$ cat config.mk
export PLATFORM = sky130hd
export DESIGN_NAME = dpfc_div
export DESIGN_NICKNAME = d
export VERILOG_FILES = /design/src/dpfc_pkg.sv /design/src/dpfc_div.sv
export SDC_FILE = /design/constraint.sdc
export NUM_CORES = 1
export LEC_CHECK = 0
export ABC_AREA = 1
export BUFFER_PORTS_ARGS = -buffer_cell sky130_fd_sc_hd__buf_2
export CELL_PAD_IN_SITES_DETAIL_PLACEMENT = 0
export CELL_PAD_IN_SITES_GLOBAL_PLACEMENT = 1
export CORE_MARGIN = 5
export CORE_UTILIZATION = 45
export CTS_CLUSTER_DIAMETER = 50
export CTS_CLUSTER_SIZE = 28
export DETAILED_ROUTE_END_ITERATION = 12
export PLACE_DENSITY = 0.94
export REMOVE_ABC_BUFFERS = 1
export SYNTH_ARGS = -nofsm -noshare
export SYNTH_HDL_FRONTEND = slang
export SYNTH_SLANG_ARGS = --single-unit
export TNS_END_PERCENT = 20
$ cat constraint.sdc
create_clock -name clk -period 5.4 [get_ports clk]
set_clock_uncertainty 0.15 [all_clocks]
set_input_delay 0 -clock clk [delete_from_list [all_inputs] [get_ports clk]]
set_output_delay 0 -clock clk [all_outputs]
set_load 0.02 [all_outputs]
$ cat src/dpfc_pkg.sv
// ----------------------------------------------------------------------------
// dpfc_pkg
// Shared constants for the distinct prime factor counter.
// ----------------------------------------------------------------------------
`default_nettype none

package dpfc_pkg;

    // width of the value and factor_count ports
    localparam int VALUE_WIDTH  = 20;
    localparam int COUNT_WIDTH  = 3;
    localparam logic [COUNT_WIDTH-1:0] COUNT_MAX = 3'd7;

    // table covers every value below 2^VALUE_BITS
    localparam int VALUE_BITS   = 20;
    localparam int TABLE_SIZE   = 1 << VALUE_BITS;

    // a marked entry holds a factor no larger than the square root
    localparam int FACTOR_BITS  = (VALUE_BITS + 1) / 2;
    localparam int SQ_BITS      = 2 * FACTOR_BITS;

    // sieve index, one bit above the table range to flag the end of a row
    localparam int SIEVE_BITS   = VALUE_BITS + 1;

    // value port zero-extended past the table width before masking
    localparam int EXT_BITS     = VALUE_BITS + VALUE_WIDTH;

    // divider step counter
    localparam int DIV_CNT_BITS = $clog2(VALUE_BITS);

endpackage

`default_nettype wire

$ cat src/dpfc_div.sv
// ----------------------------------------------------------------------------
// dpfc_div
// Restoring divider, one quotient bit per cycle; done flags the finished
// quotient.
// ----------------------------------------------------------------------------
`default_nettype none

module dpfc_div
(
    input  wire logic                            clk,
    input  wire logic                            rst_n,
    input  wire logic                            start,
    input  wire logic [dpfc_pkg::VALUE_BITS-1:0] dividend,
    input  wire logic [dpfc_pkg::VALUE_BITS-1:0] divisor,
    output logic                                 done,
    output logic      [dpfc_pkg::VALUE_BITS-1:0] quotient
);

    logic                              busy_reg;
    logic                              done_reg;
    logic [dpfc_pkg::DIV_CNT_BITS-1:0] cnt_reg;
    logic [dpfc_pkg::VALUE_BITS-1:0]   quo_reg;
    logic [dpfc_pkg::VALUE_BITS-1:0]   rem_reg;
    logic [dpfc_pkg::VALUE_BITS-1:0]   dvs_reg;

    logic [dpfc_pkg::VALUE_BITS:0]     shifted;
    logic [dpfc_pkg::VALUE_BITS+1:0]   diff;

    assign shifted = {rem_reg, quo_reg[dpfc_pkg::VALUE_BITS-1]};
    assign diff    = {1'b0, shifted} - {2'b00, dvs_reg};

    always_ff @(posedge clk or negedge rst_n)
    begin
        if (!rst_n)
        begin
            busy_reg <= 1'b0;
            done_reg <= 1'b0;
            cnt_reg  <= '0;
            quo_reg  <= '0;
            rem_reg  <= '0;
            dvs_reg  <= '0;
        end
        else
        begin
            done_reg <= 1'b0;
            if (start)
            begin
                busy_reg <= 1'b1;
                cnt_reg  <= '0;
                quo_reg  <= dividend;
                rem_reg  <= '0;
                dvs_reg  <= divisor;
            end
            else if (busy_reg)
            begin
                // borrow clear: divisor fits, take the bit
                if (!diff[dpfc_pkg::VALUE_BITS+1])
                begin
                    rem_reg <= diff[dpfc_pkg::VALUE_BITS-1:0];
                    quo_reg <= {quo_reg[dpfc_pkg::VALUE_BITS-2:0], 1'b1};
                end
                else
                begin
                    rem_reg <= shifted[dpfc_pkg::VALUE_BITS-1:0];
                    quo_reg <= {quo_reg[dpfc_pkg::VALUE_BITS-2:0], 1'b0};
                end
                cnt_reg <= cnt_reg + 1'b1;
                if (cnt_reg == dpfc_pkg::DIV_CNT_BITS'(dpfc_pkg::VALUE_BITS - 1))
                begin
                    busy_reg <= 1'b0;
                    done_reg <= 1'b1;
                end
            end
        end
    end

    assign done     = done_reg;
    assign quotient = quo_reg;

endmodule

`default_nettype wire

==> impl_results.md <==
- Outcome: finished clean
- Chip Width: 106.9 µm
- Post-Route WL: 11000 µm
- Grt ovf: 0
- Slew of the pin with the lowest slew margin: 0.8477 ns
- Vias per cell: 5.055
- Worst path max stage delay: 0.41 ns
- TNS Setup: 0 ns
- Number of stages on the worst setup path: 11
- I/O pins: 64
- Area grow syn2layout: 23.89%
- Clock Latency Late Sink: 0.35 ns
- Final Hold Vio Count: 0
- Sequential area share after synthesis: 0.3967
- Max Fclk: 374.3 MHz
- RSZ-0062 raised after global routing: no
- Asr flop ratio synth: 1.000
- Critical path capture point type: flip-flop
- CP arrival: 2.76 ns
- # nets final: 756
- CTS Buf Count: 9
- Share of layout cells above drive strength 1: 0.1336
- Clock power frac: 0.194
- CTS Hold Bufs: 41
- Worst VDD drop: 176.1 µV
- Period minus WS final: 2.672 ns
- WL/cell: 13.63 µm
- H-tree depth: 3
- LEAKAGE: 2.852 nW
- Yosys cell types: 30
- Crit path buffers/inverters: 0
- DP HPWL: 7713 µm
- Power Total: 2.224 mW
- Post-DP Area: 4622 µm²
- Largest net degree at the start of global routing: 68
- Worst path cell trace: ha_1 > nand2_1 > nand3_1 > nand2_1 > nand2_1 > nand2_2 > nand3_4 > nand2_1 > nand2_1 > nand2_1 > nand2_1
- Slowest stage cell, crit path: dfrtp_1
- Root Driver: clkbuf_8
- Top delay family on crit path: simple AND/OR/NAND/NOR gates
- Die H: 106.9 µm
- Max FO, Critical Path: 27
- GRT Total Usage: 0.2057
- CTS tree: yes
- Via count: 4079
- Clock Path Buffers: 2
- # Post-CTS Setup Buffers: 0
- Antenna-violating nets left: 0
- DRT iter0 DRCs: 194
- CTS Sinks: 67
- Instance count of the mapped netlist: 591
- Yosys reg bits: 67
- Finish-stage setup viols: 0
- Post-synthesis instance area: 4227 µm²
- Ys Warns: 0
- Hold Path Cell Cnt: 4
- Initial antenna violation count: 0
- Power per cell area: 424.8 nW/µm²
- Internal power: 1.227 mW
- Number of port buffers: 63
- Reg power frac: 0.297
- Post-CTS sizing: 0
- First-pass GRT wire length: 18980 µm
- Initial Util: 0.4596
- Core ar.: 9196 µm²
- Max Transition Viols Final: 0
- First-pass DRT Iterations: 5
- Logic pwr share: 0.510
- Tcrit/Tclk final: 0.4948
- Detailed-route DRC error count: 0
- Post-synth EDFFs: 0
- GPL Wtd Cong: 0.9030
- Most frequent CP cell: nand2_1
- Sw frac: 0.4484
- Worst-path clk slew: 0.08 ns
- Reg2Reg Depth: 11
- Finished layout cell area: 5236 µm²
- Ys flop type: dfrtp_1
- Slew HR: 0.4349
- Syn_area_per_cell: 7.152 µm²
- # diodes: 0
- Data required time of the critical path: 5.49 ns
- CP Class: flip-flop to flip-flop
- Crit path launch type: flip-flop
- Sw power: 0.9975 mW
- Placement Rows: 35
- Max-cap violations: 0
- Hold WC Path Type: input port to flip-flop
- Die area: 11430 µm²
- Vias in the first global route: 4126
worst reg2reg max path, delay by kind of cell (launching register included):
kind,cells,cell delay (ns)
simple gates,10,1.63
flops,1,0.41
fa+ha+maj,1,0.39
layer usage:
metal | vias to the layer above | track usage | part of all wire
met1 | 1886 | 0.2715 | 0.46
met4 | 0 | 0.05753 | 0.015
met5 | - | 0 | 0
met2 | 97 | 0.3440 | 0.47
li1 | 2081 | - | -
met3 | 15 | 0.04094 | 0.054
metrics by stage:
step | utilization | instances | worst slack (ns) | hold WS [ns]
floorplan | - | 572 | 3.263 | -0.4456
global placement | 0.5026 | 750 | 2.821 | 0.05772
detailed placement | 0.5026 | 750 | 2.757 | 0.06143
CTS | 0.5694 | 807 | 2.745 | 0.1131
global route | 0.5694 | 807 | 2.522 | 0.1521
finish | 0.5694 | 807 | 2.728 | 0.1243
logic make-up after synthesis:
family,share of synthesized area
compound gates,0.1149
xor+xnor,0.01451
simple gates,0.2928
buf+inv,0.1143
flops,0.3967
fa+ha+maj,0.06690
power by group through the flow:
stage | Combinational (mW) | Clock [mW] | Sequential (mW)
after floorplan | 0.812 | 0 | 0.672
after global placement | 1.10 | 0 | 0.664
after detailed placement | 1.11 | 0 | 0.668
after CTS | 1.14 | 0.441 | 0.660
after global routing | 1.30 | 0.465 | 0.672
final | 1.13 | 0.431 | 0.660
area by class of cell:
| class | instances | area, µm² |
|---|---|---|
| multi-input combinational | 400 | 2067 |
| clock inverter | 5 | 62.56 |
| fill | 874 | 3960 |
| tap | 111 | 138.9 |
| sequential | 67 | 1677 |
| timing repair buffer | 108 | 755.7 |
| clock buffer | 11 | 141.4 |
| inverter | 105 | 394.1 |
synth_stat cells (10+ instances only):
library cell | instances | area share
nand3_1 | 42 | 0.050
ha_1 | 21 | 0.062
o221ai_1 | 16 | 0.033
inv_1 | 104 | 0.092
nand4_1 | 14 | 0.021
nand2_1 | 190 | 0.17
o21ai_1 | 10 | 0.012
o21ai_0 | 30 | 0.036
clkbuf_1 | 15 | 0.013
nor2_1 | 32 | 0.028
a21oi_1 | 15 | 0.018
dfrtp_1 | 67 | 0.40
path summary, 6_finish.rpt:
path / slack, ns / startpoint / to
setup / recovery: 2.73 / rem_reg[1]$_DFFE_PN0P_ / rem_reg[17]$_DFFE_PN0P_
hold / removal: 0.12 / start / dvs_reg[14]$_DFFE_PN0P_
setup reg to reg: 2.73 / rem_reg[1]$_DFFE_PN0P_ / rem_reg[17]$_DFFE_PN0P_
hold reg to reg: 0.32 / cnt_reg[4]$_DFFE_PN0P_ / cnt_reg[4]$_DFFE_PN0P_
max in group asynchronous: 4.31 / rst_n / rem_reg[12]$_DFFE_PN0P_
min in group asynchronous: 0.22 / rst_n / dvs_reg[6]$_DFFE_PN0P_
cell usage in the layout, fill, tap and decap left out, types with 2 or more instances in the layout:
master and instances:
a21oi_1 15, clkbuf_8 10, buf_2 63, clkinvlp_4 2, nor2_2 3, ha_1 21
nor3_1 3, inv_1 104, a22oi_1 2, nand3_1 42, nor2_1 32, o21ai_0 30
xnor2_1 5, clkinv_4 2, o21ai_1 10, nand2_1 190, nand2_2 4, o211ai_1 3
buf_4 4, dfrtp_1 67, xor2_1 2, dlygate4sd3_1 41, o221ai_1 16, nand4_1 14
Power figures use the tool's default switching activity.
